### config.mk
export PLATFORM = sky130hd
export DESIGN_NAME = slrg_ctrl
export DESIGN_NICKNAME = d
export VERILOG_FILES = /design/src/hdl/slrg_pkg.sv /design/src/hdl/slrg_ctrl.sv
export SDC_FILE = /design/constraint.sdc
export NUM_CORES = 1
export LEC_CHECK = 0
export BUFFER_PORTS_ARGS = -buffer_cell sky130_fd_sc_hd__buf_2
export CORE_UTILIZATION = 35
export CTS_BUF_LIST = sky130_fd_sc_hd__clkbuf_4 sky130_fd_sc_hd__clkbuf_8
export CTS_CLUSTER_SIZE = 16
export DETAILED_ROUTE_END_ITERATION = 6
export PLACE_DENSITY_LB_ADDON = 0.25
export RECOVER_POWER = 50
export SETUP_SLACK_MARGIN = 0.3
export SYNTH_ARGS = -nofsm -noshare
export SYNTH_HDL_FRONTEND = slang
export SYNTH_SLANG_ARGS = --single-unit
### constraint.sdc
create_clock -name clk -period 2.6 [get_ports clk]
set_input_delay 0.13 -clock clk [delete_from_list [all_inputs] [get_ports clk]]
set_output_delay 0.13 -clock clk [all_outputs]
set_load 0.03 [all_outputs]
### src/hdl/slrg_pkg.sv
// Shared types, constants and helpers of the subtractive random generator.
`timescale 1ns / 1ps
package slrg_pkg;

  localparam int unsigned TableLen  = 55;
  localparam int unsigned IdxW      = 6;
  localparam int unsigned ValW      = 30;
  localparam int unsigned RangeW    = 31;
  localparam int unsigned SeedW     = 31;
  localparam int unsigned CntW      = 7;
  localparam int unsigned AddrW     = 3;
  localparam int unsigned ProdW     = ValW + RangeW;

  localparam logic [ValW-1:0]  ModBig     = 30'd1000000000;
  localparam logic [31:0]      ModBig32   = 32'd1000000000;
  localparam logic [31:0]      ModBig2x32 = 32'd2000000000;
  localparam logic [31:0]      RecipBig   = 32'd2305843009;
  localparam logic [SeedW-1:0] SeedConst  = 31'd161803398;
  localparam logic [IdxW-1:0]  FillStride = 6'd21;
  localparam logic [IdxW-1:0]  TableLast  = 6'd55;
  localparam logic [IdxW-1:0]  FirstReset = 6'd0;
  localparam logic [IdxW-1:0]  SecondReset = 6'd31;
  localparam logic [IdxW-1:0]  MixLagInit = 6'd32;
  localparam logic [CntW-1:0]  FillCycles = 7'd53;
  localparam logic [CntW-1:0]  WarmDraws  = 7'd99;
  localparam logic [CntW-1:0]  DivSteps   = 7'd3;
  localparam logic [1:0]       MixLastPass = 2'd3;

  localparam logic OpSeed = 1'b0;
  localparam logic OpDraw = 1'b1;

  localparam logic [AddrW-1:0] RegSeedAddr = 3'd0;

  typedef struct packed {
    logic              op;
    logic [RangeW-1:0] range_n;
  } in_req_t;

  typedef struct packed {
    logic [ValW-1:0]   uniform_value;
    logic [RangeW-1:0] scaled_value;
  } out_req_t;

  typedef struct packed {
    logic load_req;
    logic fill_init;
    logic use_seed;
    logic fill_step;
    logic mix_rd;
    logic mix_wr;
    logic idx_reset;
    logic draw_rd;
    logic draw_wr;
    logic div_step;
    logic out_load;
  } cmd_t;

  typedef struct packed {
    logic mix_last;
  } stat_t;

  function automatic logic [IdxW-1:0] idx_adv(input logic [IdxW-1:0] idx);
    logic [IdxW-1:0] res;
    if (idx >= TableLast) begin
      res = 6'd1;
    end else begin
      res = idx + 6'd1;
    end
    return res;
  endfunction

  function automatic logic [ValW-1:0] mod_sub(input logic [ValW-1:0] a,
                                              input logic [ValW-1:0] b);
    logic [ValW:0] diff;
    logic [ValW:0] fix;
    diff = {1'b0, a} - {1'b0, b};
    fix  = diff + {1'b0, ModBig};
    return diff[ValW] ? fix[ValW-1:0] : diff[ValW-1:0];
  endfunction

endpackage

### src/hdl/slrg_ctrl.sv
// Sequencer for seeding, table mixing, draws and the scaling divider.
`timescale 1ns / 1ps
module slrg_ctrl
  import slrg_pkg::*;
(
  input  logic  clk,
  input  logic  rst_n,
  input  logic  in_valid,
  output logic  in_ready,
  input  logic  in_op,
  output logic  out_valid,
  input  logic  out_ready,
  input  stat_t stat,
  output cmd_t  cmd
);

  typedef enum logic [8:0] {
    S_IDLE       = 9'b000000001,
    S_FILL_START = 9'b000000010,
    S_FILL       = 9'b000000100,
    S_MIX_RD     = 9'b000001000,
    S_MIX_WR     = 9'b000010000,
    S_DRAW_RD    = 9'b000100000,
    S_DRAW_WR    = 9'b001000000,
    S_DIV        = 9'b010000000,
    S_OUT        = 9'b100000000
  } state_t;

  state_t          state_r, state_nxt;
  logic [CntW-1:0] cnt_r, cnt_nxt;
  logic [1:0]      pass_r, pass_nxt;
  logic            op_r, op_nxt;
  logic            init_r, init_nxt;
  logic            out_valid_r, out_valid_nxt;

  always_comb begin
    state_nxt     = state_r;
    cnt_nxt       = cnt_r;
    pass_nxt      = pass_r;
    op_nxt        = op_r;
    init_nxt      = init_r;
    out_valid_nxt = out_valid_r & ~out_ready;
    cmd           = '0;
    in_ready      = 1'b0;
    case (state_r)
      S_IDLE: begin
        in_ready = 1'b1;
        if (in_valid) begin
          cmd.load_req = 1'b1;
          op_nxt       = in_op;
          if (in_op == OpSeed || !init_r) begin
            state_nxt = S_FILL_START;
          end else begin
            state_nxt = S_DRAW_RD;
          end
        end
      end
      S_FILL_START: begin
        cmd.fill_init = 1'b1;
        cmd.use_seed  = (op_r == OpSeed);
        cnt_nxt       = FillCycles;
        pass_nxt      = '0;
        state_nxt     = S_FILL;
      end
      S_FILL: begin
        cmd.fill_step = 1'b1;
        if (cnt_r == '0) begin
          state_nxt = S_MIX_RD;
        end else begin
          cnt_nxt = cnt_r - 7'd1;
        end
      end
      S_MIX_RD: begin
        cmd.mix_rd = 1'b1;
        state_nxt  = S_MIX_WR;
      end
      S_MIX_WR: begin
        cmd.mix_wr = 1'b1;
        state_nxt  = S_MIX_RD;
        if (stat.mix_last) begin
          if (pass_r == MixLastPass) begin
            cmd.idx_reset = 1'b1;
            init_nxt      = 1'b1;
            cnt_nxt       = WarmDraws;
            state_nxt     = S_DRAW_RD;
          end else begin
            pass_nxt = pass_r + 2'd1;
          end
        end
      end
      S_DRAW_RD: begin
        cmd.draw_rd = 1'b1;
        state_nxt   = S_DRAW_WR;
      end
      S_DRAW_WR: begin
        cmd.draw_wr = 1'b1;
        if (op_r == OpSeed) begin
          if (cnt_r == '0) begin
            state_nxt = S_IDLE;
          end else begin
            cnt_nxt   = cnt_r - 7'd1;
            state_nxt = S_DRAW_RD;
          end
        end else begin
          cnt_nxt      = DivSteps;
          state_nxt    = S_DIV;
        end
      end
      S_DIV: begin
        cmd.div_step = 1'b1;
        if (cnt_r == '0) begin
          state_nxt = S_OUT;
        end else begin
          cnt_nxt = cnt_r - 7'd1;
        end
      end
      S_OUT: begin
        if (!out_valid_r || out_ready) begin
          cmd.out_load  = 1'b1;
          out_valid_nxt = 1'b1;
          state_nxt     = S_IDLE;
        end
      end
      default: begin
        state_nxt = S_IDLE;
      end
    endcase
  end

  always_ff @(posedge clk) begin
    if (!rst_n) begin
      state_r     <= S_IDLE;
      cnt_r       <= '0;
      pass_r      <= '0;
      op_r        <= OpSeed;
      init_r      <= 1'b0;
      out_valid_r <= 1'b0;
    end else begin
      state_r     <= state_nxt;
      cnt_r       <= cnt_nxt;
      pass_r      <= pass_nxt;
      op_r        <= op_nxt;
      init_r      <= init_nxt;
      out_valid_r <= out_valid_nxt;
    end
  end

  assign out_valid = out_valid_r;

endmodule

==> results.md <==
- The run finished with clean final reports.
- The share of post-route cells with drive strength above 1 is around 18%.
- For this design the ratio of total power to cell area is between 400 and 500 nW/um^2.
- Registers take between 400 and 500 um^2.
- After floorplanning, the core was sized to cover 3690 um^2.
- In the routed layout, each cell is associated on average with a via count of around 5.7.
- The combined area of all synthesized cells is about 1300 um^2.
- The clock period minus worst slack is roughly 2.3 ns.
- The number of vias after detailed routing is around 1300.
- The overall die width is 64.1 um.
- In this run the tool buffered the top-level ports with 18 buffer cells.
- The wire length per cell is about 15 um.
- The initial antenna violation count is 0.
- The count of final max-slew check failures was 0.
- The overall track demand over capacity in global routing is a little under a fifth.
- The data arrival time at the worst-slack endpoint is around 2.2 ns.
- On the critical path, the stage with the largest delay is an instance of sky130_fd_sc_hd__or4_4.
- Routability-driven placement finished with a final weighted congestion of ~0.90.
- The cell class contributing the biggest share of worst-path delay is simple AND/OR/NAND/NOR gates.
- The number of primary I/O pins is 19.
- At the pin with the least slew margin, the transition time is around 0.64 ns.
- The endpoint type of the worst setup path is an output pin.
- The clock net sink count is 21.
- The count of state elements after synthesis is 21.
- The level count of the clock H-tree is 1.
- The number of enable flip-flop cells after synthesis is 0.
- The largest net degree at the start of global routing is 13.
- The final number of setup-violating endpoints is 0.
- Hold repair after CTS inserted 0 buffers.
- The top cell types in the final layout, fill and taps aside, are 21 x sky130_fd_sc_hd__nor2_1, 21 x sky130_fd_sc_hd__dfxtp_1, 17 x sky130_fd_sc_hd__nand2_1.
- In this run the worst hold path is classified as in2reg.
- The total buffers and inverters traversed by the critical path is 1.
- The sum of negative setup slack is 0 ns.
- For this run, the top clock speed supported by timing is between 400 and 500 MHz.
- The largest single stage delay on the critical path is ~0.63 ns.
- In this run the mean area of a mapped cell was 8.32 um^2.
- The clock slew seen by the registers of the worst setup and hold paths is 0.08 ns.
- After synthesis, the share of flip-flops with an asynchronous set or reset is 0%.
- The data required time of the critical path is between 2 and 2.5 ns.
- The number of buffers added by the clock tree synthesis step is 3.
- The synthesized netlist contains between 50 and 60 unique library cells.
- The number of cells in the finished layout apart from fillers is about 230.
- The total nets after synthesis is about 170.
- The sequential cell area fraction in the yosys report is between 30% and 40%.
- The post-route DRC violation count is 0.
- The maximum fanout encountered on the critical timing path is 11.
- The clock passes through at most 2 buffers.
- The floorplan has 22 rows.
- The worst setup path category is reg2out.
- STA classifies the critical path startpoint as a register.
- Detailed placement finished with a half-perimeter wire length of between 2 and 3 mm.
- Walking the worst path, the cells encountered are or4_4 > nor4_4 > and2_0 > buf_2.
- After the first detailed-routing iteration, the DRC count stood at 62.
- The die extent in y is between 60 and 70 um.
- The global-route wire length before repair is between 5 and 6 mm.
- The detail route stage leaves a number of antenna-violating nets equal to 0.
- The worst pin sits at a relative slew slack of between 50 and 60%.
- Counting tap cells, the placed design contains a total of 221 instances.
- The die covers slightly above 4000 um^2.
- Setup repair after global routing could not meet its margin everywhere.
- The static leakage power is 0.646 nW.
- The synthesized instance count is roughly 160.
- The final number of hold-violating endpoints is 0.
- The post-detailed-routing wire length is 3.39 mm.
- The iteration count of the initial detailed-routing pass is 4.
- The initial utilization of the core area, before any placement, comes to a little over a third.
- The number of antenna cells inserted is 0.
- In the final design database the tool counted 190 nets.
- The later pin in the worst-skew pair is clocked with a latency of 0.26 ns.
- The yosys synthesis warning count is 0.
- The worst-case clock skew is roughly 0.0032 ns.
- In the final layout, the multi-input gates occupy 856 um^2.
- The area overhead of the layout relative to synthesis is 12.5%.
- The most used flip-flop cell after synthesis is sky130_fd_sc_hd__dfxtp_1.
- The clock root buffer is sky130_fd_sc_hd__clkbuf_8.
- The final critical path takes up roughly nine tenths of the cycle.
- The filler cells instantiated in the layout total between 300 and 400.
- Global routing finished with a remaining overflow of 0.
- The number of max-capacitance violations reported is 0.
- The CTS tree is done.
- VDD sags by at most between 0.0002 and 0.00025 V.
- The number of global-route vias before repair came to roughly 1200.
==> cell usage after synthesis (2+ instances only) <==
| library cell | instances | share of area [%] |
|---|---|---|
| sky130_fd_sc_hd__nand4b_1 | 2 | 1.3 |
| sky130_fd_sc_hd__and2_1 | 2 | 0.93 |
| sky130_fd_sc_hd__and3_1 | 5 | 2.3 |
| sky130_fd_sc_hd__a21oi_1 | 12 | 4.5 |
| sky130_fd_sc_hd__nand3_1 | 4 | 1.5 |
| sky130_fd_sc_hd__nand2b_1 | 3 | 1.4 |
| sky130_fd_sc_hd__xor2_1 | 2 | 1.3 |
| sky130_fd_sc_hd__nor4_4 | 2 | 3.2 |
| sky130_fd_sc_hd__dfxtp_1 | 21 | 31 |
| sky130_fd_sc_hd__nand3b_1 | 2 | 1.1 |
| sky130_fd_sc_hd__ha_1 | 3 | 2.8 |
| sky130_fd_sc_hd__o21ai_0 | 5 | 1.9 |
| sky130_fd_sc_hd__nor2b_1 | 2 | 0.93 |
| sky130_fd_sc_hd__mux2_2 | 2 | 1.7 |
| sky130_fd_sc_hd__nand2_1 | 17 | 4.7 |
| sky130_fd_sc_hd__nor3_1 | 3 | 1.1 |
| sky130_fd_sc_hd__nor4_1 | 5 | 2.3 |
| sky130_fd_sc_hd__nor2_1 | 21 | 5.8 |
| sky130_fd_sc_hd__clkbuf_1 | 3 | 0.84 |
| sky130_fd_sc_hd__o221a_2 | 2 | 1.7 |
| sky130_fd_sc_hd__or3_1 | 2 | 0.93 |
| sky130_fd_sc_hd__nor4b_1 | 2 | 1.3 |
| sky130_fd_sc_hd__buf_2 | 3 | 1.1 |
| sky130_fd_sc_hd__inv_1 | 7 | 2.0 |
| sky130_fd_sc_hd__o211a_1 | 2 | 1.5 |
==> layer usage <==
metal | vias up | share of wire [%] | GRT usage, %
li1 | 628 | - | -
met1 | 632 | 46 | 23.3
met2 | 27 | 49 | 30.9
met3 | 7 | 3.1 | 2.14
met4 | 0 | 1.7 | 5.97
met5 | - | 0 | 0
==> metrics by stage <==
step / power (mW) / hold WS (ns) / cell area (um^2) / worst slack [ns] / utilization [%]
final: 0.735 / 0.155 / 1520 / 0.267 / 41.1
after global routing: 0.771 / 0.181 / 1520 / 0.146 / 41.1
after detailed placement: 0.503 / 0.429 / 1460 / 0.454 / 39.6
after CTS: 0.735 / 0.147 / 1520 / 0.316 / 41.1
after floorplan: 0.466 / 0.277 / 1350 / 0.314 / -
after global placement: 0.501 / 0.394 / 1460 / 0.433 / 39.6
==> final cells by class <==
cell class | count | share of cell area (%)
clock buffer | 4 | 3.22
inverter | 7 | 1.73
multi-input combinational | 127 | 56.4
sequential | 21 | 27.7
tap | 48 | 3.96
timing repair buffer | 21 | 6.93
==> kinds of logic (layout without fill, tap and decap cells) <==
logic type / after synthesis / count (layout) / share of synthesized area (%)
flops: 21 / 21 / 31.2
fa+ha+maj: 3 / 3 / 2.79
xor+xnor: 3 / 3 / 1.95
simple gates: 81 / 81 / 35.5
buf+inv: 14 / 32 / 4.74
compound gates: 37 / 37 / 21.5
mux: 3 / 3 / 2.41
==> worst paths after layout <==
kind	slack, ns	end	cells after the start	start
hold / removal	0.15	op_r$_SDFFE_PN0P_	3	in_op
hold reg to reg	0.48	pass_r[1]$_SDFFE_PN0P_	2	pass_r[1]$_SDFFE_PN0P_
setup / recovery	0.27	cmd[10]	4	state_r[6]$_SDFFE_PN0P_
setup reg to reg	0.42	pass_r[0]$_SDFFE_PN0P_	5	state_r[6]$_SDFFE_PN0P_
==> worst reg2reg max path: stages, from the launching register on <==
cell                       delay, ns
sky130_fd_sc_hd__dfxtp_1        0.41
sky130_fd_sc_hd__or4_4          0.63
sky130_fd_sc_hd__nor3_1         0.53
sky130_fd_sc_hd__nand3b_1       0.18
sky130_fd_sc_hd__mux2_2         0.30
sky130_fd_sc_hd__nor2_1         0.08
==> report_power, final <==
part	internal, mW	switching, mW
sequential	0.331	0.0139
combinational	0.0637	0.0976
clock	0.120	0.110
==> flip-flops by register name (all words and copies together), names as in the netlist <==
signal and cells:
cnt_r 7, init_r 1, op_r 1, out_valid 1
pass_r 2, state_r 9
==> timing repair <==
item / in CTS / in global routing
gates resized for setup: 1 / 0
setup endpoints to repair: 2 / 2
pin swaps: 1 / 1
setup buffers: 0 / 3
gates cloned: 0 / 0
(Power assumes the default switching activity.)
